## config.mk

```make
export PLATFORM = sky130hd
export DESIGN_NAME = lsau_cmd_queue
export DESIGN_NICKNAME = d
export VERILOG_FILES = /design/src/rtl/lsau_cmd_queue.sv
export VERILOG_INCLUDE_DIRS = /design/src /design/src/rtl
export SDC_FILE = /design/constraint.sdc
export NUM_CORES = 1
export LEC_CHECK = 0
export BUFFER_PORTS_ARGS = -buffer_cell sky130_fd_sc_hd__buf_2
export CORE_MARGIN = 4
export CORE_UTILIZATION = 48
export CTS_CLUSTER_DIAMETER = 30
export DETAILED_ROUTE_END_ITERATION = 7
export PLACE_DENSITY = 0.75
export SYNTH_ARGS = -nofsm -noshare
export SYNTH_HDL_FRONTEND = slang
export SYNTH_SLANG_ARGS = --single-unit
```

## constraint.sdc

```tcl
create_clock -name clk -period 1.39 [get_ports clk]
set_clock_uncertainty 0.15 [all_clocks]
set_input_delay 0.278 -clock clk [delete_from_list [all_inputs] [get_ports clk]]
set_output_delay 0.278 -clock clk [all_outputs]
set_load 0.02 [all_outputs]
```

## src/rtl/load_store_align_unit_assert.svh

```systemverilog
// Assertion macros shared by the load/store align unit modules.
// Each macro expects signals named clk and rst in the scope where it is used.
`ifndef LOAD_STORE_ALIGN_UNIT_ASSERT_SVH
`define LOAD_STORE_ALIGN_UNIT_ASSERT_SVH

// Same-cycle implication, disabled while reset is asserted.
`define LSAU_ASSERT_IMPL(label, ante, cons, msg) \
  label: assert property (@(posedge clk) disable iff (rst) (ante) |-> (cons)) \
    else $error(msg);

// Next-cycle implication, disabled while reset is asserted.
`define LSAU_ASSERT_NEXT(label, ante, cons, msg) \
  label: assert property (@(posedge clk) disable iff (rst) (ante) |=> (cons)) \
    else $error(msg);

`endif

```

## src/rtl/lsau_cmd_queue.sv

```systemverilog
// Short in-order queue of classified accesses between front and back.
// Depends on the assertion header.
`include "load_store_align_unit_assert.svh"

module lsau_cmd_queue #(
  parameter int WIDTH = 8,
  parameter int DEPTH = 2
) (
  input  logic             clk,
  input  logic             rst,
  input  logic             push,
  input  logic [WIDTH-1:0] push_data,
  input  logic             pop,
  output logic             valid,
  output logic [WIDTH-1:0] head,
  output logic             full
);

  localparam int PW = (DEPTH > 1) ? $clog2(DEPTH) : 1;

  logic [WIDTH-1:0] slot [DEPTH];
  logic [PW-1:0]    wr_ptr;
  logic [PW-1:0]    rd_ptr;
  logic [PW:0]      count;

  assign valid = (count != '0);
  assign full  = (count == (PW+1)'(DEPTH));
  assign head  = slot[rd_ptr];

  always_ff @(posedge clk) begin
    if (rst) begin
      wr_ptr <= '0;
      rd_ptr <= '0;
      count  <= '0;
    end else begin
      if (push) begin
        wr_ptr <= (wr_ptr == PW'(DEPTH - 1)) ? '0 : wr_ptr + 1'b1;
      end
      if (pop) begin
        rd_ptr <= (rd_ptr == PW'(DEPTH - 1)) ? '0 : rd_ptr + 1'b1;
      end
      if (push && !pop) begin
        count <= count + 1'b1;
      end else if (pop && !push) begin
        count <= count - 1'b1;
      end
    end
  end

  always_ff @(posedge clk) begin
    if (push) begin
      slot[wr_ptr] <= push_data;
    end
  end

  `LSAU_ASSERT_IMPL(a_no_overflow, push, !full, "command pushed into a full queue")
  `LSAU_ASSERT_IMPL(a_no_underflow, pop, count != '0, "command popped from an empty queue")

endmodule

```

==> results of run 1 <==
## per-layer routing
metal | vias to the layer above | share of wire | global-route usage
met4 | 0 | 0.0078 | 0.06726
met3 | 2 | 0.045 | 0.02454
met1 | 233 | 0.39 | 0.1653
met5 | - | 0 | 0
li1 | 237 | - | -
met2 | 10 | 0.56 | 0.2217
## registers in the layout (all words and copies together), names as in the netlist, named ones only
signal  flops
rd_ptr      1
wr_ptr      1
count       2
slot       16
## how the worst max path moves through the flow
stage                    from  endpoint  slack [ps]  depth (start not counted)
floorplan           flip-flop   head[0]         110                          2
global placement          pop  count[1]           6                          6
detailed placement        pop  count[1]         -50                          6
CTS                 flip-flop   head[5]        -270                          3
global route        flip-flop   head[7]        -310                          3
finish              flip-flop   head[6]        -250                          3
## cell families after synthesis
| family | after synthesis | synth area share |
|---|---|---|
| xor+xnor | 4 | 0.04459 |
| simple gates | 9 | 0.06212 |
| fa+ha+maj | 1 | 0.01592 |
| mux | 8 | 0.1147 |
| flops | 21 | 0.7389 |
| compound gates | 2 | 0.01273 |
| buf+inv | 2 | 0.01114 |
## critical path: stages, from the launching register on
cell and delay (ps):
dfxtp_2 360, buf_6 130, mux2_4 300, buf_6 130
## power groups by stage
stage	logic [mW]	clock network [mW]	registers (mW)
global route	0.349	0.323	0.752
CTS	0.314	0.294	0.747
floorplan	0.143	0	0.752
finish	0.322	0.282	0.747
global placement	0.219	0	0.756
detailed placement	0.225	0	0.759
## cells in the mapped netlist (all sizes together)
cell	count	area (µm²)
and2	1	6.260
and2b	1	8.760
edfxtp	16	480.5
dfxtp	5	100.1
buf	1	5.000
o21ai	1	5.000
a21oi	1	5.000
xor2	2	17.52
nor2b	1	6.260
xnor2	2	17.52
or3	1	6.260
or2	1	6.260
inv	1	3.750
nor2	4	15.01
ha	1	12.51
mux2	8	90.09
## cells in the final DEF (no fill, tap or decap)
| cell | n |
|---|---|
| edfxtp_1 | 16 |
| clkinv_2 | 1 |
| or2_4 | 1 |
| buf_2 | 11 |
| inv_1 | 1 |
| buf_6 | 12 |
| a21oi_1 | 1 |
| dfxtp_2 | 3 |
| nor2b_1 | 1 |
| or3_1 | 1 |
| clkbuf_4 | 3 |
| xor2_1 | 2 |
| dlygate4sd3_1 | 4 |
| nor2_1 | 4 |
| ha_1 | 1 |
| buf_4 | 4 |
| dfxtp_1 | 2 |
| mux2_4 | 8 |
| xnor2_1 | 2 |
| o21ai_0 | 1 |
| and2_1 | 1 |
| and2b_2 | 1 |
## final cells by class
cell class,instances,area share
tap,16,0.01780
clock inverter,1,0.004449
clock buffer,3,0.02002
timing repair buffer,31,0.2314
sequential,21,0.5195
inverter,1,0.003337
multi-input combinational,24,0.2036
## timing repair
item | 4_1_cts | 5_1_grt
pin swaps | 1 | 0
gates resized for setup | 34 | 0
hold endpoints to repair | 0 | 6
setup buffers | 1 | 0
setup endpoints to repair | 10 | 10
hold buffers | 0 | 4
==> impl_metrics.tcl, run 1 <==
set metrics [dict create \
    firstDrtPassIters 4 \
    drv_slew 0 \
    min_delay_path_depth 1 \
    avgSynthCellArea_um2 16.72 \
    cts_max_level 1 \
    holdPathEnd "slot[0][1]" \
    stdcell_count 97 \
    vias_per_cell 4.969 \
    drive_above_1_share 0.5432 \
    n_antenna_cell 0 \
    critPathMaxFanout 5 \
    arrival_ps 1220 \
    die_w_um 48.46 \
    timing.fmax_mhz 608.0 \
    p_seq_frac 0.553 \
    start_util 0.5156 \
    core_area_um2 1524 \
    numCtsBuffers 3 \
    grt.overflow.total 0 \
    netlist_area_um2 785.8 \
    yosysWarnings 0 \
    area_delta_synth_final_pct 43.15 \
    grt_pass1_wl_um 2421 \
    grt_use_total 0.1338 \
    postLayoutCoreUtil 0.7381 \
    insertion_delay_ps 290 \
    setup-violations-final 10 \
    die-area_um2 2348 \
    worst_slack_ps -254.8 \
    placedInstanceArea_um2 943.4 \
    wirelength_um 1402 \
    root_buffer "clkbuf_4" \
    ir_worst_vdd_mv 0.6747 \
    ys_types 16 \
    n_fill_cell 100 \
    drt_iter0_markers 4 \
    r2r_slack_ps 100 \
    multi_input_area_um2 229.0 \
    criticalPathCategory "reg2out" \
    end_kind "output pin" \
    total_power_mw 1.351 \
    wl_per_cell_um 14.45 \
    leakage_nw 0.4780 \
    num_rows 14 \
    port_buffers 21 \
    synth_nets 60 \
    ff2ff_path_depth 4 \
    internal_power_mw 1.017 \
    max-slew-margin-rel 0.7330 \
    power.density_nw_per_um2 1201 \
    cts_buffer_depth 2 \
    synth_seq_cells 21 \
    regArea_um2 584.3 \
    drv_cap 0 \
    clkTransAtPathRegs_ps 110 \
    cts_tree "yes" \
    antenna_found_initial 0 \
    p_clk_frac 0.209 \
    finalCritPeriodShare 1.183 \
    dr_total_vias 482 \
    rr_endpoint "count[1]" \
    hp-class "in2reg" \
    ys_seq_area_frac 0.7389 \
    tns_ps -2014 \
    cp-start-kind "flip-flop" \
    ios 22 \
    layout_min_cycle_time_ps 1645 \
    status "complete, but fails checks" \
    holdWs_ps 18.55 \
    violations "setup timing" \
    worst_pin_slew_ps 400.5 \
    switching_share 0.2472 \
    fin_nets 95 \
    rsz0062_at_grt "yes" \
    drc 0 \
    placed_cells 88 \
    p_sw_uw 333.8 \
    finalHoldViolCount 0 \
    grt_pass1_vias 530 \
    syn_inst 47 \
    crit_required_ps 960 \
    cts_sinks 21 \
    min_from "push_data[1]" \
    drtAntennaViolNets 0 \
    r2r-start "count[0]" \
    grt_max_degree 13 \
    place_congestion 0.6692 \
    comb_power_share 0.238 \
    fin_area_um2 1125 \
    die_height_um 48.46 \
    dp_worst_setup_slack_ps -50.82 \
]
(Power assumes the default switching activity.)
==> run 2: changes to the inputs <==
Settings changed: CORE_UTILIZATION 48 to 47, CTS_BUF_LIST set to sky130_fd_sc_hd__clkbuf_2, CTS_CLUSTER_DIAMETER 30 to 200, PLACE_DENSITY 0.75 to 0.77.
Clock period 1.39 ns to 1.5 ns, I/O delays scaled along.
==> impl_metrics.tcl, run 2 (synthesis gave the netlist of run 1 again) <==
set metrics [dict create \
    status "complete, but fails checks" \
    criticalPathCategory "reg2out" \
    fin_nets 100 \
    grt.overflow.total 0 \
    n_antenna_cell 0 \
    critPathMaxFanout 4 \
    crit_path_top_delay_cell "dfxtp_2" \
    grt_pass1_wl_um 2256 \
    ir_worst_vdd_mv 0.6049 \
    arrival_ps 1240 \
    port_buffers 21 \
    timing.fmax_mhz 592.2 \
    antenna_found_initial 0 \
    min_delay_path_depth 3 \
    dp_worst_setup_slack_ps 32.64 \
    die_w_um 48.89 \
    firstDrtPassIters 2 \
    numCtsBuffers 3 \
    cts_sinks 21 \
    tns_ps -1469 \
    max-slew-margin-rel 0.7450 \
    insertion_delay_ps 320 \
    vias_per_cell 4.647 \
    start_util 0.5097 \
    drtAntennaViolNets 0 \
    num_rows 14 \
    wirelength_um 1343 \
    die-area_um2 2390 \
    drv_cap 0 \
    final_cell_mix "edfxtp_1 (16), buf_6 (12), buf_2 (11), dlygate4sd3_1 (9), mux2_4 (8)" \
    rsz0062_at_grt "yes" \
    power.density_nw_per_um2 1052 \
    leakage_nw 0.4984 \
    worst_pin_slew_ps 382.6 \
    layout.cells.most_common "edfxtp_1" \
    drc 0 \
    hp-class "in2reg" \
    path_delay_family "flip-flops" \
    end_kind "output pin" \
    grt_pass1_vias 498 \
    cts_max_level 1 \
    slowest_delay_ps 380 \
    largest_reg_flops 16 \
    worst_slack_ps -188.5 \
    ios 22 \
    cp-start-kind "flip-flop" \
    finalCritPeriodShare 1.126 \
    violations "setup timing" \
    crit_required_ps 1050 \
    path_cells "buf_6, mux2_4, buf_6" \
    reg.largest.list "slot: 16 flops, count: 2 flops" \
    dp_hpwl_um 880.3 \
    top_register "slot" \
    dr_total_vias 474 \
    wl_per_cell_um 13.17 \
    setup-violations-final 8 \
    core_area_um2 1541 \
    drt_iter0_markers 5 \
    clkTransAtPathRegs_ps 200 \
    timing.critical_path.mode_cell "buf_6" \
    cts_buffer_depth 2 \
    place_congestion 0.6590 \
    die_height_um 48.89 \
    drive_above_1_share 0.5116 \
    area_delta_synth_final_pct 48.57 \
    finalHoldViolCount 0 \
    path_depth 3 \
    ff2ff_path_depth 4 \
    root_buffer "clkbuf_2" \
    layout_min_cycle_time_ps 1688 \
    cp.buffers_inverters 2 \
    cts_tree "yes" \
    grt_use_total 0.1239 \
    grt_max_degree 13 \
    drv_slew 0 \
]
[run 2: cell types whose count changed in the layout (fill, tap and decap cells not counted)]
cell,change
clkbuf_2,+3
clkbuf_4,-3
dlygate4sd3_1,+5
[run 2: layer usage]
layer | global-route usage | wire length (µm)
met5 | 0 | 0
met2 | 0.1891 | 686
met3 | 0.03058 | 67
met4 | 0.08072 | 14
met1 | 0.1542 | 575
[run 2: path summary, 6_finish.rpt]
check / start / slack (ps) / end
worst max-delay path: flip-flop / -190 / head[3]
worst min-delay path: pop / 100 / rd_ptr
worst max register to register: count[0] / 200 / count[1]
worst min register to register: rd_ptr / 410 / rd_ptr
[run 2: stage by stage]
stage	cells	total power [mW]	util	hold slack [ps]	instance area, µm²
2_1_floorplan	47	0.8292	-	219.1	785.8
3_3_place_gp	86	0.8988	0.6023	332.5	928.4
3_5_place_dp	86	0.9057	0.6023	342.0	928.4
4_1_cts	101	1.240	0.7508	3.492	1157
5_1_grt	102	1.287	0.7573	97.05	1167
6_report	102	1.228	0.7573	99.99	1167
[run 2: layout make-up]
type	count	area, µm²
multi-input combinational	24	229.0
sequential	21	584.3
inverter	1	3.754
clock inverter	1	5.005
timing repair buffer	36	310.3
fill	97	374.1
tap	16	20.02
clock buffer	3	15.01
[run 2: timing repair]
action,in CTS,in global routing
hold buffers,8,1
endpoints found under the hold margin,15,2
gates resized for setup,34,0
setup endpoints to repair,10,10
setup buffers,3,0
[run 2: report_power, final]
group	total [mW]	switching (mW)	internal (mW)
clock network	0.224	0.163	0.0604
registers	0.694	0.0197	0.674
logic	0.311	0.129	0.182
total	1.23	0.312	0.917
[run 2: tightest hold or removal path, delay by kind of cell]
family | cells | cell delay [ps]
simple gates | 1 | 90
buf+inv | 1 | 90
xor+xnor | 1 | 70
==> run 3: changes to the inputs <==
Settings changed: ABC_AREA set to 1, CORE_ASPECT_RATIO set to 1.4, CORE_MARGIN 4 to unset, CORE_UTILIZATION 47 to 44, CTS_BUF_LIST sky130_fd_sc_hd__clkbuf_2 to unset, PLACE_DENSITY 0.77 to 0.72.
==> impl_metrics.tcl, run 3 <==
set metrics [dict create \
    cts_tree "yes" \
    yosysWarnings 0 \
    netlist_area_um2 840.8 \
    die-area_um2 2092 \
    min_delay_path_depth 1 \
    yosys.area.top_type_share 0.5714 \
    worst_slack_ps -152.0 \
    finalCritPeriodShare 1.101 \
    grt_pass1_wl_um 1904 \
    hold_buffers 0 \
    avgSynthCellArea_um2 14.50 \
    finalHoldViolCount 0 \
    r2r-start "wr_ptr" \
    placed_cells 101 \
    root_buffer "clkbuf_4" \
    violations "setup timing" \
    firstDrtPassIters 5 \
    ys_top_cells_by_area "edfxtp_1 (57%), mux2_4 (14%), dfxtp_1 (12%), inv_1 (3.6%), nor2_1 (2.7%)" \
    holdPathEnd "slot[0][5]" \
    path_cells "buf_6, mux2_4, buf_6" \
    dr_total_vias 506 \
    layout.cells.most_common "edfxtp_1" \
    synth_simple_gate_area_frac 0.07589 \
    start_util 0.4726 \
    worst_pin_slew_ps 352.1 \
    leakage_nw 0.4755 \
    cp.buffers_inverters 2 \
    min_from "push_data[5]" \
    arrival_ps 1200 \
    critPathMaxFanout 4 \
    drv_slew 0 \
    antenna_found_initial 0 \
    top_register "slot" \
    power.density_nw_per_um2 1098 \
    drive_above_1_share 0.4471 \
    tns_ps -1192 \
    grt_use_total 0.1403 \
    holdWs_ps 32.11 \
    vias_per_cell 4.819 \
    placedInstanceArea_um2 982.2 \
    crit_required_ps 1050 \
    synth_compound_area_frac 0.01190 \
    n_antenna_cell 0 \
    timing.critical_path.mode_cell "buf_6" \
    regArea_um2 581.8 \
    grt_pass1_vias 480 \
    path_delay_family "flip-flops" \
    cts_buffer_depth 2 \
    largest_reg_flops 16 \
    hp-class "in2reg" \
    setup-violations-final 8 \
    r2r_slack_ps 310 \
    area_delta_synth_final_pct 26.93 \
    max-slew-margin-rel 0.7650 \
    cts_sinks 21 \
    postLayoutCoreUtil 0.5999 \
    final_cell_mix "edfxtp_1 (16), buf_2 (13), buf_6 (10), mux2_4 (8), inv_1 (8)" \
    dp_hpwl_um 951.6 \
    rr_endpoint "slot[1][7]" \
    fin_area_um2 1067 \
    synth_top_family_by_area "multiplexers" \
    place_congestion 0.6456 \
    synth_commonest_cells "edfxtp_1 (16), inv_1 (8), mux2_4 (8)" \
    synth_most_common_cell "edfxtp_1" \
    rsz0062_at_grt "yes" \
    synth_seq_cells 21 \
    synth_edf_count 16 \
    timing.fmax_mhz 605.3 \
    die_w_um 38.95 \
    grt_max_degree 12 \
    synth_top_area_cell "edfxtp_1" \
    async_flop_share 0 \
    ir_worst_vdd_mv 0.6865 \
    crit_path_top_delay_cell "dfxtp_2" \
    ios 22 \
    num_rows 18 \
    muxShareOfSynthArea 0.1429 \
    drt_iter0_markers 6 \
    end_kind "output pin" \
    synthAdderAreaFrac 0.01488 \
    insertion_delay_ps 300 \
    drtAntennaViolNets 0 \
    synth_xor_xnor_area_share 0.01042 \
    stdcell_count 105 \
    synthFlopType "edfxtp_1" \
    core_area_um2 1779 \
    grt.overflow.total 0 \
    wl_per_cell_um 11.30 \
    ys_types 16 \
    status "complete, but fails checks" \
    fin_nets 99 \
    cts_max_level 1 \
    ff2ff_path_depth 2 \
    die_height_um 53.73 \
    multi_input_area_um2 215.2 \
    n_fill_cell 155 \
    ys_seq_area_frac 0.6905 \
    drv_cap 0 \
    slowest_delay_ps 350 \
    synth_nets 71 \
    port_buffers 21 \
    clkTransAtPathRegs_ps 100 \
    cp-start-kind "flip-flop" \
    numCtsBuffers 3 \
    layout_min_cycle_time_ps 1652 \
    criticalPathCategory "reg2out" \
    syn_inst 58 \
    reg.largest.list "slot: 16 flops, count: 2 flops" \
    wirelength_um 1187 \
    drc 0 \
]
## run 3: cell types whose count changed in the layout (fill, tap and decap cells not counted), moves of 2 or more
| cell | delta |
|---|---|
| buf_6 | -2 |
| xor2_1 | -2 |
| buf_2 | +2 |
| dfxtp_2 | -2 |
| inv_1 | +7 |
| nor2_1 | +2 |
| dfxtp_1 | +2 |
| dlygate4sd3_1 | -9 |
| buf_4 | -3 |
| clkbuf_2 | -3 |
| clkbuf_4 | +3 |
| nand2_1 | +5 |
## run 3: cells by family (layout without fill, tap and decap cells)
| family | count (synthesis) | in the layout |
|---|---|---|
| buffers and inverters | 10 | 37 |
| DFF | 21 | 21 |
| AOI/OAI and AO/OA | 2 | 2 |
| xor gates and xnor gates | 1 | 1 |
| adders and majority gates | 1 | 1 |
| muxes | 8 | 8 |
| and+or+nand+nor | 15 | 15 |
## run 3: what timing repair did
action,CTS,global route
setup buffers,0,0
endpoints found under the setup margin,8,8
resized for setup,19,0
## run 3: worst max path at each step
stage              start  cells after the start  endpoint  slack [ps]
2_1_floorplan  flip-flop                      2   head[0]         270
3_3_place_gp   flip-flop                      3   head[1]         150
3_5_place_dp   flip-flop                      3   head[2]         130
4_1_cts        flip-flop                      3   head[2]        -170
5_1_grt        flip-flop                      3   head[5]        -200
6_report       flip-flop                      3   head[2]        -150
## run 3: routing by layer
metal  global-route usage  vias to the layer above  part of all wire
li1                     -                      250                 -
met1               0.1579                      231              0.37
met2               0.2278                       20              0.54
met3              0.02893                        5             0.057
met4               0.1034                        0             0.029
met5                    0                        -                 0
## run 3: power by group
| group | internal, mW | leakage (nW) | switching (mW) |
|---|---|---|---|
| Combinational | 0.122 | 0.268 | 0.114 |
| Clock | 0.104 | 0.0150 | 0.151 |
| Sequential | 0.666 | 0.192 | 0.0151 |
| Total | 0.892 | 0.475 | 0.281 |
## run 3: layout make-up
cell class                 instances  share of cell area
multi-input combinational         27              0.2016
sequential                        21              0.5451
timing repair buffer              24              0.1735
clock buffer                       4             0.02462
inverter                           9             0.03165
tap                               20             0.02345
## run 3: stage by stage
| step | worst slack (ps) | power [mW] |
|---|---|---|
| after floorplan | 268.2 | 0.8313 |
| after global placement | 148.5 | 0.8885 |
| after detailed placement | 126.1 | 0.8975 |
| after CTS | -168.5 | 1.183 |
| after global routing | -199.4 | 1.232 |
| final | -152.0 | 1.172 |
