[config.mk]
export PLATFORM = sky130hd
export DESIGN_NAME = lsau_front
export DESIGN_NICKNAME = d
export VERILOG_FILES = /design/src/rtl/load_store_align_unit_assert.svh /design/src/rtl/lsau_pkg.sv /design/src/rtl/lsau_front.sv
export SDC_FILE = /design/constraint.sdc
export NUM_CORES = 1
export LEC_CHECK = 0
export BUFFER_PORTS_ARGS = -buffer_cell sky130_fd_sc_hd__buf_4
export CAP_MARGIN = 40
export CORE_MARGIN = 2
export CORE_UTILIZATION = 51
export DETAILED_ROUTE_END_ITERATION = 12
export HOLD_SLACK_MARGIN = 0.1
export PLACE_DENSITY_LB_ADDON = 0.1
export SLEW_MARGIN = 20
export SYNTH_ARGS = -nofsm -noshare
export SYNTH_HDL_FRONTEND = slang
export SYNTH_SLANG_ARGS = --single-unit
[constraint.sdc]
create_clock -name clk -period 8.5 [get_ports clk]
set_input_delay 1.7 -clock clk [delete_from_list [all_inputs] [get_ports clk]]
set_output_delay 1.7 -clock clk [all_outputs]
set_load 0.005 [all_outputs]
[src/rtl/load_store_align_unit_assert.svh]
// Assertion macros shared by the load/store align unit modules.
// Each macro expects signals named clk and rst in the scope where it is used.
`ifndef LOAD_STORE_ALIGN_UNIT_ASSERT_SVH
`define LOAD_STORE_ALIGN_UNIT_ASSERT_SVH

// Same-cycle implication, disabled while reset is asserted.
`define LSAU_ASSERT_IMPL(label, ante, cons, msg) \
  label: assert property (@(posedge clk) disable iff (rst) (ante) |-> (cons)) \
    else $error(msg);

// Next-cycle implication, disabled while reset is asserted.
`define LSAU_ASSERT_NEXT(label, ante, cons, msg) \
  label: assert property (@(posedge clk) disable iff (rst) (ante) |=> (cons)) \
    else $error(msg);

`endif

[src/rtl/lsau_pkg.sv]
// Shared types and constants of the load/store align unit.
// No dependencies; the front, back and top-level files refer to it by scoped names.
package lsau_pkg;

  localparam int MEM_BYTES_DEFAULT = 65536;
  localparam int QUEUE_DEPTH       = 2;
  localparam int WORD_BYTES        = 4;

  typedef enum logic [3:0] {
    OP_FETCH = 4'd0,
    OP_LDW   = 4'd1,
    OP_LDH   = 4'd2,
    OP_LDB   = 4'd3,
    OP_LDD   = 4'd4,
    OP_LD4   = 4'd5,
    OP_LD2   = 4'd6,
    OP_STB   = 4'd7,
    OP_STH   = 4'd8,
    OP_STW   = 4'd9,
    OP_STD   = 4'd10
  } op_t;

  localparam logic [1:0] ST_OK     = 2'd0;
  localparam logic [1:0] ST_ALIGN  = 2'd1;
  localparam logic [1:0] ST_WINDOW = 2'd2;

  // One classified access as it travels from the front to the back.
  typedef struct packed {
    logic        load;
    logic        write;
    logic [1:0]  status;
    logic [1:0]  nbeats;
    logic [2:0]  nbytes;
    logic [1:0]  rot;
    logic        swap;
    logic [63:0] wdata;
  } cmd_t;

  // Flow control seen by the front.
  typedef struct packed {
    logic queue_full;
    logic clearing;
  } front_ctl_t;

  typedef enum logic [1:0] {
    BK_CLEAR,
    BK_IDLE,
    BK_BEAT1,
    BK_FIN
  } back_state_t;

endpackage

[src/rtl/lsau_front.sv]
// Front end: holds the window base, accepts commands and classifies them
// into faults and memory beats. Depends on lsau_pkg.
module lsau_front #(
  parameter int MEM_BYTES = lsau_pkg::MEM_BYTES_DEFAULT
) (
  input  logic                          clk,
  input  logic                          rst,
  input  logic                          start,
  output logic                          busy,
  input  logic [3:0]                    operation,
  input  logic [31:0]                   address,
  input  logic [63:0]                   write_data,
  input  logic                          cfg_valid,
  output logic                          cfg_ready,
  input  logic [31:0]                   cfg_data,
  input  lsau_pkg::front_ctl_t          ctl,
  output logic                          push,
  output lsau_pkg::cmd_t                cmd,
  output logic [$clog2(MEM_BYTES)-1:0]  off0,
  output logic [$clog2(MEM_BYTES)-1:0]  off1
);

  localparam int          OW        = $clog2(MEM_BYTES);
  localparam logic [32:0] MEM_LIMIT = 33'(MEM_BYTES);

  logic [31:0]     window_base;
  logic [31:0]     g_al4;
  logic [31:0]     g_al2;
  logic [31:0]     g_hi;
  logic [31:0]     g0;
  logic [31:0]     o0;
  logic [31:0]     o1;
  lsau_pkg::op_t   op;

  // True when n bytes starting at store offset o all lie in the window.
  function automatic logic fits(input logic [31:0] o, input logic [2:0] n);
    return ({1'b0, o} + {30'd0, n}) <= MEM_LIMIT;
  endfunction

  assign cfg_ready = 1'b1;
  assign busy      = ctl.queue_full || ctl.clearing;
  assign push      = start && !busy;

  always_ff @(posedge clk) begin
    if (rst) begin
      window_base <= '0;
    end else if (cfg_valid && cfg_ready) begin
      window_base <= cfg_data;
    end
  end

  assign op    = lsau_pkg::op_t'(operation);
  assign g_al4 = {address[31:2], 2'b00};
  assign g_al2 = {address[31:1], 1'b0};
  assign g_hi  = g_al4 + 32'd4;

  always_comb begin
    case (op)
      lsau_pkg::OP_LDW, lsau_pkg::OP_LDD: g0 = g_al4;
      lsau_pkg::OP_LDH:                   g0 = g_al2;
      default:                            g0 = address;
    endcase
  end

  assign o0   = g0 - window_base;
  assign o1   = g_hi - window_base;
  assign off0 = o0[OW-1:0];
  assign off1 = o1[OW-1:0];

  always_comb begin
    cmd       = '0;
    cmd.wdata = write_data;
    case (op)
      lsau_pkg::OP_FETCH: begin
        if (address[1:0] != 2'b00) begin
          cmd.status = lsau_pkg::ST_ALIGN;
        end else if (!fits(o0, 3'd4)) begin
          cmd.status = lsau_pkg::ST_WINDOW;
        end else begin
          cmd.load   = 1'b1;
          cmd.nbeats = 2'd1;
          cmd.nbytes = 3'd4;
        end
      end
      lsau_pkg::OP_LDW: begin
        if (!fits(o0, 3'd4)) begin
          cmd.status = lsau_pkg::ST_WINDOW;
        end else begin
          cmd.load   = 1'b1;
          cmd.nbeats = 2'd1;
          cmd.nbytes = 3'd4;
          cmd.rot    = address[1:0];
        end
      end
      lsau_pkg::OP_LDH: begin
        if (!fits(o0, 3'd2)) begin
          cmd.status = lsau_pkg::ST_WINDOW;
        end else begin
          cmd.load   = 1'b1;
          cmd.nbeats = 2'd1;
          cmd.nbytes = 3'd2;
          cmd.swap   = address[0];
        end
      end
      lsau_pkg::OP_LDB: begin
        if (!fits(o0, 3'd1)) begin
          cmd.status = lsau_pkg::ST_WINDOW;
        end else begin
          cmd.load   = 1'b1;
          cmd.nbeats = 2'd1;
          cmd.nbytes = 3'd1;
        end
      end
      lsau_pkg::OP_LDD: begin
        if (!fits(o0, 3'd4) || !fits(o1, 3'd4)) begin
          cmd.status = lsau_pkg::ST_WINDOW;
        end else begin
          cmd.load   = 1'b1;
          cmd.nbeats = 2'd2;
          cmd.nbytes = 3'd4;
          cmd.rot    = address[1:0];
        end
      end
      lsau_pkg::OP_LD4, lsau_pkg::OP_LD2: begin
        cmd.nbytes = (op == lsau_pkg::OP_LD4) ? 3'd4 : 3'd2;
        if (!fits(o0, cmd.nbytes)) begin
          cmd.status = lsau_pkg::ST_WINDOW;
        end else begin
          cmd.load   = 1'b1;
          cmd.nbeats = 2'd1;
        end
      end
      lsau_pkg::OP_STB: begin
        if (!fits(o0, 3'd1)) begin
          cmd.status = lsau_pkg::ST_WINDOW;
        end else begin
          cmd.write  = 1'b1;
          cmd.nbeats = 2'd1;
          cmd.nbytes = 3'd1;
        end
      end
      lsau_pkg::OP_STH: begin
        if (address[0]) begin
          cmd.status = lsau_pkg::ST_ALIGN;
        end else if (!fits(o0, 3'd2)) begin
          cmd.status = lsau_pkg::ST_WINDOW;
        end else begin
          cmd.write  = 1'b1;
          cmd.nbeats = 2'd1;
          cmd.nbytes = 3'd2;
        end
      end
      lsau_pkg::OP_STW: begin
        if (address[1:0] != 2'b00) begin
          cmd.status = lsau_pkg::ST_ALIGN;
        end else if (!fits(o0, 3'd4)) begin
          cmd.status = lsau_pkg::ST_WINDOW;
        end else begin
          cmd.write  = 1'b1;
          cmd.nbeats = 2'd1;
          cmd.nbytes = 3'd4;
        end
      end
      lsau_pkg::OP_STD: begin
        if (address[1:0] != 2'b00) begin
          cmd.status = lsau_pkg::ST_ALIGN;
        end else if (!fits(o0, 3'd4)) begin
          cmd.status = lsau_pkg::ST_WINDOW;
        end else begin
          // The low word is written even when the high word falls outside.
          cmd.write  = 1'b1;
          cmd.nbytes = 3'd4;
          if (fits(o1, 3'd4)) begin
            cmd.nbeats = 2'd2;
          end else begin
            cmd.nbeats = 2'd1;
            cmd.status = lsau_pkg::ST_WINDOW;
          end
        end
      end
      default: begin
        cmd.status = lsau_pkg::ST_OK;
      end
    endcase
  end

endmodule

==> results of run 1 <==
per-stage QoR:
stage / std cells / power [mW] / hold slack [ns]
final: 1788 / 1.54 / 0.505
after global routing: 1788 / 1.64 / 0.527
after CTS: 1783 / 1.47 / 0.503
after detailed placement: 1770 / 1.24 / 0.485
after global placement: 1770 / 1.23 / 0.477
after floorplan: 1377 / 0.868 / 0.460
worst min path at each step:
stage / endpoint / slack (ns) / cells past startpoint / from
4_1_cts: window_base[4]$_SDFFE_PP0P_ / 0.50 / 2 / window_base[4]$_SDFFE_PP0P_
5_1_grt: window_base[14]$_SDFFE_PP0P_ / 0.53 / 2 / window_base[14]$_SDFFE_PP0P_
6_report: window_base[4]$_SDFFE_PP0P_ / 0.51 / 2 / window_base[4]$_SDFFE_PP0P_
3_3_place_gp: window_base[3]$_SDFFE_PP0P_ / 0.48 / 2 / window_base[3]$_SDFFE_PP0P_
2_1_floorplan: window_base[13]$_SDFFE_PP0P_ / 0.46 / 2 / window_base[13]$_SDFFE_PP0P_
3_5_place_dp: window_base[14]$_SDFFE_PP0P_ / 0.49 / 2 / window_base[14]$_SDFFE_PP0P_
cells in the mapped netlist (all sizes together), types with 17 or more instances:
| master | count |
|---|---|
| a21oi | 61 |
| mux2i | 37 |
| nand3 | 53 |
| xor2 | 18 |
| nand2 | 94 |
| xnor2 | 56 |
| a31oi | 17 |
| nor2 | 125 |
| nor3 | 46 |
| buf | 97 |
| and2 | 21 |
| nand4 | 55 |
| clkbuf | 25 |
| ha | 66 |
| dfxtp | 32 |
| o211ai | 17 |
| fa | 29 |
| o21ai | 63 |
| inv | 134 |
| a211oi | 25 |
| nor4 | 29 |
cell families (layout without fill, tap and decap cells):
kind of cell	after synthesis	count (layout)	share of synthesized area, %
and+or+nand+nor	545	545	30.2
DFF	32	32	6.59
adders and majority gates	95	95	14.5
muxes	39	39	4.04
xor gates and xnor gates	74	74	6.90
AOI/OAI and AO/OA	332	332	24.8
other	1	1	0.0386
buffers and inverters	259	436	13.0
area by class of cell:
| type | count | share of cell area (%) |
|---|---|---|
| Clock buffer | 6 | 1.07 |
| Clock inverter | 2 | 0.290 |
| Inverter | 137 | 4.27 |
| Multi-Input combinational cell | 1086 | 68.4 |
| Sequential cell | 32 | 5.31 |
| Tap cell | 234 | 2.43 |
| Timing Repair Buffer | 291 | 18.2 |
layer usage:
layer	wire [µm]	GRT usage (%)	vias to the layer above
li1	-	-	5307
met4	1390	13.0	0
met3	2270	2.29	92
met5	0	0	-
met1	15000	45.3	5165
met2	15000	50.2	489
worst reg2reg max path: stages (launching register included):
cell and delay, ns:
dfxtp_1 0.42, mux2i_1 0.10, nor2_1 0.10
power by group through the flow:
stage	Sequential (mW)	Clock (mW)	Combinational, mW
global route	0.170	0.220	1.25
floorplan	0.169	0	0.699
finish	0.169	0.213	1.16
detailed placement	0.172	0	1.07
CTS	0.169	0.216	1.09
global placement	0.172	0	1.06
repair_timing:
action	in CTS	in global routing
resized for setup	18	80
pin swaps	9	35
endpoints found under the hold margin	0	0
gates cloned	0	0
buffers inserted	5	6
endpoints found under the setup margin	10	11
==> results.yml, run 1 <==
setup_path:
  cp.required_ns: 6.80
  endpoint_kind: "primary output"
  worst-path-stages: 28
  critical_path_arrival_ns: 6.61
  worstPathMaxFanout: 4
  crit_type: "input port to primary output"
  worstReg2RegStart: "window_base[11]$_SDFFE_PP0P_"
  rr_worst_depth: 2
  cp.buffers_inverters: 8
  r2r_end: "window_base[11]$_SDFFE_PP0P_"
  path_common_cell: "buf_4"
  max_stage_delay_ns: 0.37
  cp_slowest_cell: "a2111oi_4"
  reg2reg_setup_slack_ns: 7.82
  crit_path_end: "cmd[75]"
  critPathTopFamily: "simple AND/OR/NAND/NOR gates"
  crit_start: "operation[2]"
  cp-start-kind: "input port"
logic_synthesis:
  synth_area_mm2: 0.00972
  synth_nets: 1610
  synth.distinct_cells: 100
  synth_area_leaders: "ha_1 8.5%, dfxtp_1 6.6%, fa_1 6.0%"
  synth-seq-cells: 32
  postSynthCellCount: 1377
  synth.yosys.seq_area_share_pct: 6.59
  ys_async_sr_fraction_pct: 0
  ys.warnings.count: 0
  synth_edf_count: 0
  avgSynthCellArea_um2: 7.06
  synth_top_cell_area_share_pct: 8.50
  synthFlopType: "dfxtp_1"
  synth_top_area_cell: "ha_1"
final_layout:
  diodes: 0
  drive_gt1_share_pct: 27.1
  mostFrequentLayoutCells: "288 x buf_4, 130 x inv_1, 119 x nor2_1"
  n_fill_cell: 1714
  multi_input_area_mm2: 0.00825
  top_register: "window_base"
  fin_area_mm2: 0.0121
  nNetsFinal: 1786
  finalCoreUtilization_pct: 64.5
  regArea_um2: 641
  largest_reg_flops: 32
  final_common_cell: "buf_4"
  reg.largest.list: "window_base x32"
  area_growth_pct: 24.1
clocking:
  numCtsBuffers: 5
  clk_pin_slew_worst_paths_ns: 0.06
  cts_tree: "built"
  clk_root_buffer_cell: "clkbuf_16"
  clk_path_buf_depth: 2
  ctsHoldBuffers: 0
  clk_latency_ns: 0.28
  cts.htree.levels: 2
  clock_sinks: 32
sta:
  finalHoldViolations: 0
  fmax_mhz: 120
  relSlewSlack_pct: 42.7
  fin_skew_ns: 0
  drv_slew: 0
  finalSetupViolCount: 0
  fin_crit_sh_pct: 97.7
  tns_ns: 0
  period_minus_slack_ns: 8.31
  worst_pin_slew_ns: 0.854
  setup_slack_ns: 0.195
routing:
  dr.pass1.iters: 5
  initialDrtViolationCount: 847
  vias_per_cell: 6.18
  route.detailed.wl_per_inst_um: 18.9
  drc: 0
  routed_wl_um: 33700
  num_vias: 11100
  antenna_left: 0
global_routing:
  antenna_found_initial: 0
  grt_pass1_vias: 9994
  grt-ovfl-total: 0
  grt_max_degree: 33
  grt.total_usage_pct: 31.9
  grt_pass1_wl_um: 51800
pwr:
  intPower_uw: 789
  power.switching_uw: 749
  switching_share_pct: 48.7
  vdd_ir_drop_max_mv: 0.0772
  leakage_nw: 5.12
  power_frac_clock_pct: 13.9
  p_seq_share_pct: 11.0
  pwr-share-comb_pct: 75.2
  power.density_mw_per_mm2: 128
run:
  cap_violations: 0
place:
  preCtsSetupSlack_ns: -0.196
  dp_hpwl_um: 27200
  placed_area_mm2: 0.0114
  gp_congestion: 0.990
  port_buffers: 119
floorplan:
  rows: 50
  dieHeight_um: 142
  start_util_pct: 52.0
  die_area_mm2: 0.0202
  die_w_um: 142
  core-area_mm2: 0.0187
  num_io_pins: 249
status:
  status: "complete, no violations"
min_path:
  hold_path.class: "flop to flop"
No activity file was read; power rests on OpenSTA's default activity.
==> run 2: changes to the inputs <==
--- a/config.mk
+++ b/config.mk
@@ -5,10 +5,11 @@
 export SDC_FILE = /design/constraint.sdc
 export NUM_CORES = 1
 export LEC_CHECK = 0
+export ABC_AREA = 1
 export BUFFER_PORTS_ARGS = -buffer_cell sky130_fd_sc_hd__buf_4
 export CAP_MARGIN = 40
 export CORE_MARGIN = 2
-export CORE_UTILIZATION = 51
+export CORE_UTILIZATION = 63
 export DETAILED_ROUTE_END_ITERATION = 12
 export HOLD_SLACK_MARGIN = 0.1
 export PLACE_DENSITY_LB_ADDON = 0.1
==> constraint.sdc (replaced) <==
create_clock -name clk -period 10 [get_ports clk]
set_input_delay 2 -clock clk [delete_from_list [all_inputs] [get_ports clk]]
set_output_delay 2 -clock clk [all_outputs]
set_load 0.005 [all_outputs]
==> run 2 against run 1 <==
Against the previous run:
- setup slack improved by 0.14 ns
- first-iteration DRC count increased to 2.6 times the previous value
- global-route usage up 15 points
- total power fell by 7.5%
- register-to-register slack better by 1.3 ns
- non-clock buffer count shrank 169
- die area fell by 2.2%
- worst hold slack worse by 0.030 ns
- critical path depth is 7 higher
- sequential share of layout area fell by 0.21 points
- area after synthesis grew 21%
- sequential power is 15% lower
==> results.yml, run 2 <==
setup_path:
  path_common_cell: "nand2_1"
  critical_path_arrival_ns: 7.67
  cp.required_ns: 8.00
  crit_type: "input port to primary output"
  cp_slowest_cell: "nor2_1"
  endpoint_kind: "primary output"
  cp-start-kind: "input port"
  max_stage_delay_ns: 0.53
  worstPathMaxFanout: 11
global_routing:
  grt_pass1_wl_um: 72800
  antenna_found_initial: 0
  grt-ovfl-total: 0
  grt_max_degree: 42
  grt.total_usage_pct: 46.8
  grt_pass1_vias: 13800
sta:
  fin_crit_sh_pct: 96.7
  finalSetupViolCount: 0
  rsz0062_at_grt: "no"
  finalHoldViolations: 0
  relSlewSlack_pct: 55.7
  worst_pin_slew_ns: 0.659
  fmax_mhz: 103
  period_minus_slack_ns: 9.67
  tns_ns: 0
  whs_ns: 0.475
  drv_slew: 0
  fin_skew_ns: 0
pwr:
  pwr-share-comb_pct: 77.8
  vdd_ir_drop_max_mv: 0.0749
  leakage_nw: 6.60
  power.switching_uw: 852
  power_frac_clock_pct: 12.1
  switching_share_pct: 59.9
  power.density_mw_per_mm2: 113
  p_seq_share_pct: 10.1
  intPower_uw: 571
run:
  cap_violations: 0
routing:
  dr.pass1.iters: 7
  route.detailed.wl_per_inst_um: 19.1
  routed_wl_um: 47700
  antenna_left: 0
  initialDrtViolationCount: 2165
  drc: 0
  num_vias: 15200
  vias_per_cell: 6.10
status:
  status: "complete, no violations"
final_layout:
  reg.largest.list: "window_base x32"
  top_register: "window_base"
  largest_reg_flops: 32
  mostFrequentLayoutCells: "714 x nand2_1, 334 x inv_1, 312 x nor2_1"
  diodes: 0
  final_common_cell: "nand2_1"
  nNetsFinal: 2501
  drive_gt1_share_pct: 11.9
  area_growth_pct: 7.03
logic_synthesis:
  postSynthCellCount: 2216
  synth_nets: 2449
  synth_edf_count: 0
  synth-seq-cells: 32
  ys_async_sr_fraction_pct: 0
  synth_commonest_cells: "714 x nand2_1, 334 x inv_1, 312 x nor2_1"
  synthFlopType: "dfxtp_1"
  yosysMostFrequentCell: "nand2_1"
  synth_top_cell_area_share_pct: 22.9
  avgSynthCellArea_um2: 5.29
  synth_top_area_cell: "nand2_1"
  synth_area_mm2: 0.0117
  synth.yosys.seq_area_share_pct: 5.46
  synth.distinct_cells: 49
  ys.warnings.count: 0
  synth_area_leaders: "nand2_1 23%, inv_1 11%, nor2_1 10%"
floorplan:
  dieHeight_um: 140
  start_util_pct: 64.8
  num_io_pins: 249
  die_area_mm2: 0.0197
  core-area_mm2: 0.0181
  rows: 49
  die_w_um: 140
clocking:
  ctsResizeCount: 0
  post_cts.repair.setup_buffers: 0
  clock_sinks: 32
  clk_root_buffer_cell: "clkbuf_16"
  cts.htree.levels: 2
  clk_latency_ns: 0.29
  clk_pin_slew_worst_paths_ns: 0.06
  cts_tree: "built"
  numCtsBuffers: 5
  clk_path_buf_depth: 2
  ctsHoldBuffers: 0
place:
  port_buffers: 119
  gp_congestion: 1.11
  dp_hpwl_um: 39600
min_path:
  hold_path.class: "flop to flop"
[run 2: kinds of logic (layout without fill, tap and decap cells)]
kind of cell               Yosys count  after routing  share of synthesized area [%]
adders and majority gates           95             95                           12.0
other                                1              1                         0.0320
AOI/OAI and AO/OA                  182            182                           9.00
DFF                                 32             32                           5.46
xor gates and xnor gates            21             21                           1.63
and+or+nand+nor                   1455           1455                           55.9
buffers and inverters              430            483                           15.9
[run 2: worst paths after layout]
path                           startpoint                      endpoint  slack [ns]  depth (start not counted)
max                          operation[0]                       cmd[73]        0.33                         35
min           window_base[3]$_SDFFE_PP0P_   window_base[3]$_SDFFE_PP0P_        0.47                          2
max reg2reg  window_base[24]$_SDFFE_PP0P_  window_base[24]$_SDFFE_PP0P_        9.16                          2
min reg2reg   window_base[3]$_SDFFE_PP0P_   window_base[3]$_SDFFE_PP0P_        0.47                          2
[run 2: layout make-up]
type	count	area, µm²
multi-input cells	1754	9220
fillers	1730	5530
inverters	353	1330
repair buffers	122	928
flip-flops and latches	32	641
well taps	229	287
clock buffers	6	139
clock inverters	2	15.0
[run 2: layer usage]
layer	track usage (%)	vias up	wire length [µm]
li1	-	7052	-
met4	24.2	0	2950
met5	0	-	0
met2	70.1	1209	19300
met3	15.1	205	7690
met1	60.2	6760	17700
[run 2: critical path, delay by kind of cell]
| family | cells | cell delay, ns |
|---|---|---|
| AND/OR/NAND/NOR | 22 | 3.36 |
| buffers and inverters | 10 | 1.42 |
| adder cells (fa/ha/maj) | 2 | 0.86 |
| AO/OA/AOI/OAI | 1 | 0.06 |
[run 2: power groups by stage]
stage               Clock, mW  Sequential [mW]  Combinational [mW]
floorplan                   0            0.144               0.751
global placement            0            0.145                1.03
detailed placement          0            0.146                1.05
CTS                     0.169            0.143                1.06
global route            0.173            0.145                1.20
finish                  0.172            0.143                1.11
[run 2: through the flow]
stage | util [%] | area (µm²) | std cells | worst slack [ns] | power [mW]
after CTS | 69.4 | 12500 | 2497 | 0.797 | 1.37
after global routing | 69.4 | 12600 | 2498 | 0.158 | 1.51
after floorplan | - | 11700 | 2216 | 2.63 | 0.896
after global placement | 68.4 | 12400 | 2488 | 0.810 | 1.17
final | 69.4 | 12600 | 2498 | 0.334 | 1.42
after detailed placement | 68.5 | 12400 | 2489 | 0.813 | 1.19
